**config.mk**
```make
export PLATFORM = sky130hd
export DESIGN_NAME = base64_stream_encoder
export DESIGN_NICKNAME = d
export VERILOG_FILES = /design/src/hdl/b64e_pkg.sv /design/src/hdl/b64e_serializer.sv /design/src/hdl/base64_stream_encoder.sv
export SDC_FILE = /design/constraint.sdc
export NUM_CORES = 1
export LEC_CHECK = 0
export ABC_AREA = 1
export BUFFER_PORTS_ARGS = -buffer_cell sky130_fd_sc_hd__buf_2
export CORE_ASPECT_RATIO = 0.5
export CORE_MARGIN = 1
export CORE_UTILIZATION = 24
export DETAILED_ROUTE_END_ITERATION = 7
export GPL_TIMING_DRIVEN = 0
export HOLD_SLACK_MARGIN = 0.05
export SKIP_CTS_REPAIR_TIMING = 1
export SYNTH_ARGS = -nofsm -noshare
export SYNTH_HDL_FRONTEND = slang
export SYNTH_SLANG_ARGS = --single-unit
```
**constraint.sdc**
```tcl
create_clock -name clk -period 2.6 [get_ports clk]
set_clock_uncertainty 0.2 [all_clocks]
set_input_delay 0.13 -clock clk [delete_from_list [all_inputs] [get_ports clk]]
set_output_delay 0.13 -clock clk [all_outputs]
set_load 0.03 [all_outputs]
```
**src/hdl/b64e_pkg.sv**
```systemverilog
// shared types, constants and the symbol-to-character map of the base64 stream encoder
`timescale 1ns / 1ps

package b64e_pkg;

  localparam int unsigned SymbolsPerGroup = 4;

  localparam logic [6:0] PAD_CHAR = 7'h3D;  // '='
  localparam logic [6:0] CHAR_UPPER_A = 7'h41;  // 'A'
  localparam logic [6:0] CHAR_LOWER_A = 7'h61;  // 'a'
  localparam logic [6:0] CHAR_DIGIT_0 = 7'h30;  // '0'
  localparam logic [6:0] CHAR_SYM_62 = 7'h2E;  // '.'
  localparam logic [6:0] CHAR_SYM_63 = 7'h3A;  // ':'

  localparam logic [5:0] SYM_LOWER_BASE = 6'd26;
  localparam logic [5:0] SYM_DIGIT_BASE = 6'd52;
  localparam logic [5:0] SYM_62 = 6'd62;

  typedef struct packed {
    logic [7:0] data_byte;
    logic       final_byte;
  } byte_t;

  typedef struct packed {
    logic [6:0] out_char;
    logic       run_end;
    logic       message_end;
  } char_t;

  // one finished group of four characters
  typedef struct packed {
    logic [SymbolsPerGroup-1:0][6:0] chars;
    logic                            fin;
  } group_t;

  // serializer status back to the group assembly
  typedef struct packed {
    logic free;  // a group can be loaded at this edge
  } ser_status_t;

  function automatic logic [6:0] sym_char(input logic [5:0] sym);
    logic [6:0] c;
    if (sym < SYM_LOWER_BASE) begin
      c = 7'(CHAR_UPPER_A + {1'b0, sym});
    end else if (sym < SYM_DIGIT_BASE) begin
      c = 7'(CHAR_LOWER_A + {1'b0, sym - SYM_LOWER_BASE});
    end else if (sym < SYM_62) begin
      c = 7'(CHAR_DIGIT_0 + {1'b0, sym - SYM_DIGIT_BASE});
    end else if (sym == SYM_62) begin
      c = CHAR_SYM_62;
    end else begin
      c = CHAR_SYM_63;
    end
    return c;
  endfunction

endpackage

```
**src/hdl/b64e_serializer.sv**
```systemverilog
// result register holding one four-character group, sent out one character per transaction
`timescale 1ns / 1ps

module b64e_serializer (
  input  logic                  clk,
  input  logic                  rst,
  input  logic                  load,
  input  b64e_pkg::group_t      group_in,
  output b64e_pkg::ser_status_t status,
  output logic                  char_valid,
  input  logic                  char_stall,
  output b64e_pkg::char_t       char_data
);

  b64e_pkg::group_t group_q;
  logic             busy;
  logic [1:0]       idx;
  logic             taken;
  logic             last_taken;

  assign taken      = busy && !char_stall;
  assign last_taken = taken && (idx == 2'(b64e_pkg::SymbolsPerGroup - 1));

  assign status.free = !busy || last_taken;

  always_ff @(posedge clk) begin
    if (rst) begin
      busy <= 1'b0;
      idx  <= '0;
    end else if (load) begin
      busy <= 1'b1;
      idx  <= '0;
    end else if (taken) begin
      if (last_taken) begin
        busy <= 1'b0;
      end
      idx <= idx + 2'd1;
    end
  end

  always_ff @(posedge clk) begin
    if (load) begin
      group_q <= group_in;
    end
  end

  assign char_valid            = busy;
  assign char_data.out_char    = group_q.chars[idx];
  assign char_data.run_end     = (idx == 2'(b64e_pkg::SymbolsPerGroup - 1));
  assign char_data.message_end = (idx == 2'(b64e_pkg::SymbolsPerGroup - 1)) && group_q.fin;

endmodule

```
**src/hdl/base64_stream_encoder.sv**
```systemverilog
// top level of the streaming base64 encoder: group assembly, symbol mapping, assertions
`timescale 1ns / 1ps

// base64_stream_encoder
// byte channel: one raw byte per transaction, final_byte marks the last byte of a message
// char channel: one 7-bit ascii character per transaction, with run_end on the fourth
//   character of each group and message_end on the fourth character of the message's last group
// up to two bytes wait in the group buffer; a non-final byte that does not close a group
//   is taken without a stall and causes no characters
// a byte that closes a group (third byte, or a final byte) is mapped in the same cycle and
//   loaded into the character register; its first character shows in the next cycle
// the character register sends one character per cycle while char_stall is low, so a
//   group of three bytes leaves as four characters, paced by the one-character port
// a closing byte is taken while the previous group's last character leaves, so groups
//   follow with no gap; byte_stall rises only when a closing byte meets a busy register
// a final byte closing a partial group zero-fills it and pads with '=' to four characters
// reset clears the byte count and empties the character register; no clearing pass
// while char_stall is high the current character holds and the block keeps taking
//   non-closing bytes until a closing byte needs the register

module base64_stream_encoder (
  input  logic              clk,
  input  logic              rst,
  input  logic              byte_valid,
  output logic              byte_stall,
  input  b64e_pkg::byte_t   byte_data,
  output logic              char_valid,
  input  logic              char_stall,
  output b64e_pkg::char_t   char_data
);

  // group buffer: bytes of the open group and how many are held
  logic [1:0][7:0] pending;
  logic [1:0]      count;
  logic [1:0]      count_next;

  logic [1:0]       held;
  logic             closes;
  logic             accept;
  logic             load;
  logic [7:0]       g0, g1, g2;
  logic [5:0]       sym0, sym1, sym2, sym3;
  b64e_pkg::group_t group_next;
  b64e_pkg::ser_status_t ser_status;

  // a count of three cannot arise; it is read as empty
  assign held   = (count == 2'd3) ? 2'd0 : count;
  assign closes = (held == 2'd2) || byte_data.final_byte;

  assign byte_stall = closes && !ser_status.free;
  assign accept     = byte_valid && !byte_stall;
  assign load       = accept && closes;

  // assemble the group, missing bytes read as zero
  always_comb begin
    g0 = byte_data.data_byte;
    g1 = '0;
    g2 = '0;
    case (held)
      2'd1: begin
        g0 = pending[0];
        g1 = byte_data.data_byte;
      end
      2'd2: begin
        g0 = pending[0];
        g1 = pending[1];
        g2 = byte_data.data_byte;
      end
      default: begin
        g0 = byte_data.data_byte;
      end
    endcase
  end

  // split 24 bits into four 6-bit symbols
  assign sym0 = g0[7:2];
  assign sym1 = {g0[1:0], g1[7:4]};
  assign sym2 = {g1[3:0], g2[7:6]};
  assign sym3 = g2[5:0];

  // first two characters are always symbols; later ones pad when the group is short
  always_comb begin
    group_next.chars[0] = b64e_pkg::sym_char(sym0);
    group_next.chars[1] = b64e_pkg::sym_char(sym1);
    group_next.chars[2] = (held != 2'd0) ? b64e_pkg::sym_char(sym2) : b64e_pkg::PAD_CHAR;
    group_next.chars[3] = (held == 2'd2) ? b64e_pkg::sym_char(sym3) : b64e_pkg::PAD_CHAR;
    group_next.fin      = byte_data.final_byte;
  end

  always_comb begin
    count_next = count;
    if (accept) begin
      count_next = closes ? 2'd0 : held + 2'd1;
    end
  end

  always_ff @(posedge clk) begin
    if (rst) begin
      count <= '0;
    end else begin
      count <= count_next;
    end
  end

  // only written for non-closing bytes, held is then 0 or 1
  always_ff @(posedge clk) begin
    if (accept && !closes) begin
      pending[held[0]] <= byte_data.data_byte;
    end
  end

  b64e_serializer u_ser (
    .clk        (clk),
    .rst        (rst),
    .load       (load),
    .group_in   (group_next),
    .status     (ser_status),
    .char_valid (char_valid),
    .char_stall (char_stall),
    .char_data  (char_data)
  );

  // ---------------------------------------------------------------------------
  // assertions
  // ---------------------------------------------------------------------------

  // the byte count never reaches three
  a_count_range: assert property (@(posedge clk) disable iff (rst)
    count != 2'd3)
    else $error("byte count reached three");

  // a closing byte always produces a character in the next cycle
  a_group_out: assert property (@(posedge clk) disable iff (rst)
    load |=> char_valid && !char_data.run_end)
    else $error("closing byte did not start a group");

  // a non-closing byte advances the count by one
  a_count_step: assert property (@(posedge clk) disable iff (rst)
    accept && !closes |=> count == $past(held) + 2'd1)
    else $error("byte count did not advance");

  // end of message only on the last character of a group
  a_msg_end: assert property (@(posedge clk) disable iff (rst)
    char_valid && char_data.message_end |-> char_data.run_end)
    else $error("message end off a group boundary");

endmodule

```
; ---- Word-level counts from Yosys, hierarchy flattened
; Index checks and enable logic that the tools add are counted.
[op_classes]
eq_ne = 8
n_mux = 29
n_reduce_logical = 21
add_sub_neg = 22
order_cmp = 15
[ops]
columns = op, count
row1 = 2-to-1 mux 7 bit, 13
row2 = adder 7 x 6 -> 7 bit (first input constant), 8
row3 = less-than comparator 6 bit (second input constant), 8
row4 = adder 6 x 6 -> 7 bit (first input constant), 4
row5 = equality test 6 bit (second input constant), 4
row6 = less-than comparator 6 x 5 -> 1 bit (second input constant), 4
row7 = 2-to-1 mux 8 bit, 3
row8 = subtractor 6 x 5 -> 6 bit (second input constant), 4
row9 = subtractor 6 bit (second input constant), 4
row10 = 2-to-1 mux 5 bit, 4
row11 = bitwise mux 16 bit, 1
row12 = case mux 8 bit (2 select lines), 1
row13 = binary-select mux 7 bit (select 2 bit), 1
row14 = demux 8 bit (select 1 bit), 1
row15 = logical AND 1 bit, 8
row16 = equality test 2 bit (second input constant), 3
row17 = nonzero test 2 bit, 3
row18 = zero test 1 bit, 5
row19 = adder 2 x 1 -> 2 bit (second input constant), 2
row20 = 2-to-1 mux 2 bit, 2
row21 = OR reduction 2 bit, 2
row22 = less-than comparator 2 x 3 -> 1 bit (second input constant), 1
row23 = 2-to-1 mux 1 bit, 3
row24 = equality test 2 x 1 -> 1 bit (second input constant), 1
row25 = 4 further kinds, 5
[word_totals]
word_cells = 105
ff_bits = 50
out_inout_bits = 11
input_bits = 13

; ---- Longest topological paths before layout
; Gate-level depths: netlist of the first run.
[logic_depth]
ltp_word = 11
ltp_mapped = 20
ltp_nobuf = 18

; ---- Cells and area by module
; Synthesis of the first run repeated with hierarchy kept, for this count alone.
[hier_totals]
cells_unflattened = 611
area_unflattened_um2 = 4560.6
[by_module_without_submodules]
columns = mod, seq_area_each_um2, area_per_inst_um2, cells_each, instances
row1 = base64_stream_encoder, 520.5, 3218.1, 486, 1
row2 = b64e_serializer, 930.9, 1342.5, 125, 1

; ---- Worst setup path after synthesis of the first run
; No wires, ideal clock.
[synth_path]
path_type = register -> register
startpoint = register count[0]
endpoint = register u_ser.group_q[6] (netlist name) (data pin)
setup_ns = 0.252
arrival_ns = 2.364
period_less_slack_ns = 2.816
stages_incl_launch_ff = 15
slack_ns = -0.216
t_required_ns = 2.148
n_path_buf = 2
path_cell_list = dfxtp_1 inv_1 ha_1 buf_6 buf_6 o21ai_1 ha_1 inv_1 xor2_1 ha_1 nand2_1 nand2_1 inv_1 nand2_1 nand2_1
[synth_lines]
columns = element, line_no
row1 = from (decl), base64_stream_encoder.sv:34  ; logic [1:0] count;
row2 = from (signal assigned), base64_stream_encoder.sv:101  ; count <= count_next;
row3 = to (signal assigned), b64e_serializer.sv:43  ; group_q <= group_in;
row4 = to (decl), b64e_serializer.sv:15  ; b64e_pkg::group_t group_q;

; ---- Worst setup path after layout of the first run
[layout_path]
startpoint = register count[0]
endpoint = register u_ser.group_q[19] (netlist name) (data pin)
[layout_via]
elab_chain_len = 9
elab_cells_between_ends = 20
classes_between = add/sub: 5 / order compare: 3 / eq/ne: 4 / mux: 7 / reduce/logical: 1
[layout_lines]
columns = element, line_no
row1 = equality test 2 bit, base64_stream_encoder.sv:47  ; assign held = (count == 2'd3) ? 2'd0 : count;
row2 = 2-to-1 mux 2 bit (*), base64_stream_encoder.sv:47
row3 = equality test 2 bit / equality test 2 x 1 -> 1 bit (equally long branches), base64_stream_encoder.sv:59  ; case (held)
row4 = case mux 8 bit (2 select lines) / 2-to-1 mux 8 bit (equally long branches), base64_stream_encoder.sv:59
row5 = subtractor 6 bit / equality test 6 bit (equally long branches), "b64e_pkg.sv:48, b64e_pkg.sv:49"
row6 = adder 6 x 6 -> 7 bit / 2-to-1 mux 5 bit (equally long branches), "b64e_pkg.sv:48, b64e_pkg.sv:49"
row7 = 2-to-1 mux 7 bit, b64e_pkg.sv:47  ; end else if (sym < SYM_62) begin
row8 = 2-to-1 mux 7 bit, b64e_pkg.sv:45  ; end else if (sym < SYM_DIGIT_BASE) begin
row9 = 2-to-1 mux 7 bit, b64e_pkg.sv:43  ; if (sym < SYM_LOWER_BASE) begin
; Every way passes the cells marked *; elsewhere a longest branch is shown, timed or not.
; A chain may end at the register's enable or synchronous reset.

==> run summary, run 1 <==
Status - finished with violations
Violated checks - design-rule violations, negative setup slack
Worst Path Required - 2440 ps
Endpoint type of the worst setup path - flop
Critical path type - flop to flop
DRT Pass-1 Iters - 7
Remaining antenna violation count - 0
Ant. Diodes - 0
Num rows - 34
Initial antenna violation count - 0
Setup ws final - -71.76 ps
Reg2Reg Setup Slack - -70 ps
Vias in the first global route - 3581
Max cap viols - 0
Arrival @ worst endpoint - 2520 ps
Share of layout cells above drive strength 1 - 32.52%
DRT iter0 DRCs - 221
GRT Total Usage - 12.23%
CTS Buffer Depth - 2
CTS tree - built
Global-route wire length before repair - 18200 µm
Clock root buffer master - clkbuf_16
GP Congestion - 0.8868
DRT Wirelength - 12140 µm
Die width - 192.9 µm
CTS clock-pin slew for the worst setup and hold paths - 70 ps
Routed via count - 4008
Area after DPL - 4802 µm²
Pre-CTS setup slack - -443.1 ps
Yosys warnings - 0
Synth area leader - edfxtp_1
Nets - 710
P per Cell Area - 403.0 nW/µm²
Unrepaired setup endpoints after global routing - yes
Synth unique cells - 39
Clock Latency Late Sink - 290 ps
Fmax - 374.3 MHz
Drt via density - 4.508
TritonCTS Buffers - 5
IO Pins - 24
Area of the core - 17610 µm²
CP Launch Type - flop
Post-synth EDFFs - 45
IO buf count - 23
Max IR drop VDD - 0.2379 mV
Setup violators final - 8
Residual DRC - 2
Max Slew Vio Count - 0
Worst Max-Slew Pin Slew - 667.6 ps
Die Area - 18800 µm²
Asr flop ratio synth - 0%
Drt wl/cell - 13.65 µm
Fin area - 5948 µm²
Area grow syn2layout - 36.02%
Clk sink count - 50
Starting density of the core - 24.83%
Slew headroom - 55.33%
Most frequent cells after synthesis - nand2_1, inv_1, edfxtp_1, nor2_1, ha_1
Min-Delay Path Class - input port to flop
Synthesized area - 4373 µm²
Post-synth top area share - 30.90%
Syn avg cell area - 7.592 µm²
Final hold violation count - 0
Largest net degree at the start of global routing - 30
WHS - 164.8 ps
Top-count cell post-synth - nand2_1
H-tree lvl count - 2
Main flop type after synthesis - edfxtp_1
Chip Height - 97.45 µm
Worst Path Max Fanout - 8
Post-Syn Instances - 576
Tcrit/Tclk final - 102.8%
Grt total ovfl - 0
Post-synthesis sequential area ratio - 33.19%
Detailed Place HPWL - 8659 µm
Lkg Pwr - 2.628 nW
Yosys reg bits - 50
Post-synth net total - 632
Synth area leaders - edfxtp_1, nand2_1, ha_1, inv_1, o21ai_0
Period minus WS final - 2672 ps
[stage by stage]
stage | utilization [%] | total power [mW] | setup TNS [ps] | std cells
floorplan | - | 1.315 | 0 | 576
global placement | 27.27 | 1.447 | -15550 | 833
detailed placement | 27.27 | 1.455 | -18020 | 833
CTS | 28.28 | 2.226 | -19380 | 841
global route | 33.77 | 2.513 | -1767 | 889
finish | 33.77 | 2.397 | -272.8 | 889
[worst max-delay path, cell delays in order, from the launching register on]
cell and delay (ps):
dfxtp_2 340, inv_2 60, ha_4 140, buf_8 120, buf_8 120, clkinvlp_4 110, o22ai_4 220, nand2_8 120
ha_1 230, inv_1 100, nand3_2 150, nand2_1 140, o21ai_0 110, nand3_2 80, nand2_1 50, nand2_1 50
nand2_1 60
[routing by layer]
| layer | GRT usage, % | wire, µm |
|---|---|---|
| met1 | 16.61 | 5646 |
| met2 | 20.57 | 5931 |
| met3 | 1.914 | 466 |
| met4 | 2.103 | 94 |
| met5 | 0 | 0 |
[kinds of logic (layout without fill, tap and decap cells)]
| logic type | Yosys count | count (layout) | share of synthesized area, % |
|---|---|---|---|
| buffers and inverters | 103 | 182 | 9.900 |
| AND/OR/NAND/NOR | 269 | 269 | 28.33 |
| adder cells (fa/ha/maj) | 43 | 43 | 12.30 |
| flip-flops | 50 | 50 | 33.19 |
| XOR/XNOR | 20 | 20 | 4.006 |
| AO/OA/AOI/OAI | 91 | 91 | 12.27 |
[sequential cells by signal, summed over array words and instances (netlist names)]
| name | flops |
|---|---|
| count | 2 |
| u_ser.idx | 2 |
| u_ser.group_q | 29 |
| u_ser.char_valid | 1 |
| pending | 16 |
[layout by cell type, fill, tap and decap left out, drive strengths merged]
| cell type | count |
|---|---|
| nand2 | 167 |
| inv | 94 |
| buf | 62 |
| nor2 | 51 |
| o21ai | 46 |
| edfxtp | 45 |
| ha | 43 |
| nand3 | 37 |
| a21oi | 22 |
| xor2 | 16 |
| dlygate4sd3 | 12 |
| o22ai | 10 |
| clkbuf | 10 |
| o211ai | 7 |
| nor3 | 7 |
| nand4 | 5 |
| dfxtp | 5 |
| xnor2 | 4 |
| clkinvlp | 3 |
| a21boi | 2 |
| o21a | 1 |
| or2 | 1 |
| and2 | 1 |
| o221ai | 1 |
| a41oi | 1 |
| o31ai | 1 |
| bufinv | 1 |
[final timing paths]
path / cells after the start / end / start
worst max-delay path: 16 / u_ser.group_q[19] / count[0]
worst min-delay path: 5 / u_ser.group_q[26] / byte_data[5]
worst min register to register: 2 / count[1] / count[1]
worst max register to register: 16 / u_ser.group_q[19] / count[0]
[cell type report]
class | instances | area (µm²)
timing repair buffer | 70 | 558.0
timing repair inverter | 1 | 7.507
tap | 234 | 292.8
buffer | 8 | 112.6
sequential | 50 | 1454
clock buffer | 6 | 138.9
fill | 1807 | 11660
inverter | 95 | 391.6
multi-input combinational | 423 | 2954
clock inverter | 2 | 38.79
[report_power, final]
group | total (mW) | internal, mW | switching, mW
Combinational | 0.683 | 0.264 | 0.420
Clock | 0.775 | 0.484 | 0.291
Sequential | 0.939 | 0.925 | 0.0140
Total | 2.40 | 1.67 | 0.725
(Power assumes the default switching activity.)
==> inputs of run 2 (changes only) <==
--- a/config.mk
+++ b/config.mk
@@ -7,7 +7,7 @@
 export LEC_CHECK = 0
 export ABC_AREA = 1
 export BUFFER_PORTS_ARGS = -buffer_cell sky130_fd_sc_hd__buf_2
-export CORE_ASPECT_RATIO = 0.5
+export CORE_ASPECT_RATIO = 0.9
 export CORE_MARGIN = 1
 export CORE_UTILIZATION = 24
 export DETAILED_ROUTE_END_ITERATION = 7
==> run summary, run 2 (same netlist as run 1, synthesis figures left out) <==
Lkg Pwr - 2.584 nW
Top cell by count, worst path - buf_12
Max IR drop VDD - 0.2988 mV
Setup ws final - -16.26 ps
H-tree lvl count - 2
Setup violators final - 1
CP Cell Sequence - inv_2 -> ha_4 -> buf_12 -> inv_8 -> buf_12 -> buf_12 -> nand2_8 -> ha_4 -> inv_2 -> o21ai_2 -> nand3_2 -> nand2_4 -> clkinv_4 -> a21oi_2 -> o211ai_1
DRT Wirelength - 11900 µm
Detailed Place HPWL - 8599 µm
GRT Total Usage - 11.86%
Worst Path Max Fanout - 8
Clock root buffer master - clkbuf_16
IO Pins - 24
Commonest non-fill, non-tap cells in the layout - nand2_1, inv_1, edfxtp_1
Ant. Diodes - 0
Pre-CTS setup slack - -454.0 ps
Critical R2R Launch - count[0]
Clock Latency Late Sink - 290 ps
TritonCTS Buffers - 5
Final hold violation count - 0
Status - finished with violations
Unrepaired setup endpoints after global routing - yes
Worst Max-Slew Pin Slew - 692.1 ps
Tcrit/Tclk final - 100.6%
Arrival @ worst endpoint - 2450 ps
DRT Pass-1 Iters - 5
Max Slew Vio Count - 0
Top Family by Delay on Critical Path - buffers and inverters
Critical path launch point - count[0]
Vias in the first global route - 3431
CP Buf/Inv Count - 7
Largest stage delay on the critical path - 360 ps
P per Cell Area - 395.5 nW/µm²
Grt total ovfl - 0
GP Congestion - 0.8214
Num rows - 46
CP Launch Type - flop
Drt via density - 4.479
Max reg flops - 29
Global-route wire length before repair - 17280 µm
Max cap viols - 0
Starting density of the core - 24.67%
Power, Total - 2.315 mW
Violated checks - negative setup slack
Min-Delay Path Class - input port to flop
Routed via count - 4018
Initial antenna violation count - 0
Share of layout cells above drive strength 1 - 29.38%
Fmax - 382.2 MHz
CTS clock-pin slew for the worst setup and hold paths - 70 ps
Critical path type - flop to flop
Hold path start - byte_valid
Endpoint type of the worst setup path - flop
WHS - 99.25 ps
Fill cell count - 1850
Worst Path Required - 2430 ps
Slew headroom - 53.69%
Period minus WS final - 2616 ps
Remaining antenna violation count - 0
Most common cell after layout, fill and taps aside - nand2_1
Die Area - 18770 µm²
Clk sink count - 50
Area of the core - 17730 µm²
DRT iter0 DRCs - 357
Largest net degree at the start of global routing - 30
Chip Height - 130.1 µm
Die width - 144.3 µm
CTS tree - built
Residual DRC - 0
IO buf count - 23
CTS Buffer Depth - 2
Nets - 712
Critical Path Slowest Stage Cell - dfxtp_2
Reg2Reg Setup Slack - -20 ps
Area grow syn2layout - 33.85%
Largest register by flop count - u_ser.group_q
Drt wl/cell - 13.26 µm
[run 2: final cells by class]
cell class	instances	area (µm²)	area share [%]
buffer	8	113.9	1.945
clock buffer	5	125.1	2.138
clock inverter	3	48.80	0.8337
inverter	95	399.1	6.819
multi-input combinational	423	2841	48.55
sequential	50	1456	24.88
tap	240	300.3	5.130
timing repair buffer	70	548.0	9.363
timing repair inverter	3	20.02	0.3420
[run 2: where the power goes]
part / internal (mW) / switching (mW) / total (mW)
registers: 0.924 / 0.0148 / 0.939
clock network: 0.461 / 0.301 / 0.761
logic: 0.229 / 0.385 / 0.614
total: 1.61 / 0.701 / 2.31
[run 2: final timing paths]
check / cells past startpoint / endpoint
min reg2reg: 2 / u_ser.idx[1]
max reg2reg: 15 / u_ser.group_q[18]
min: 4 / count[0]
max: 15 / u_ser.group_q[18]
[run 2: routing by layer]
layer / wire [µm] / track usage (%) / part of all wire (%)
met1: 5874 / 16.81 / 49
met2: 5271 / 18.64 / 44
met3: 708 / 2.642 / 6.0
met4: 42 / 1.796 / 0.35
met5: 0 / 0 / 0
[run 2: stage by stage]
step	TNS (ps)	instance area [µm²]	std cells	utilization, %
after CTS	-21460	4984	847	28.11
final	-16.26	5853	897	33.02
after global routing	-946.7	5853	897	33.02
after global placement	-17980	4810	839	27.13
after detailed placement	-20650	4810	839	27.13
after floorplan	0	4394	576	-
[run 2: tightest hold or removal path, cell delays in order]
cell,delay [ps]
buf_2,100
o21ai_1,130
a21oi_1,150
nor2_1,50
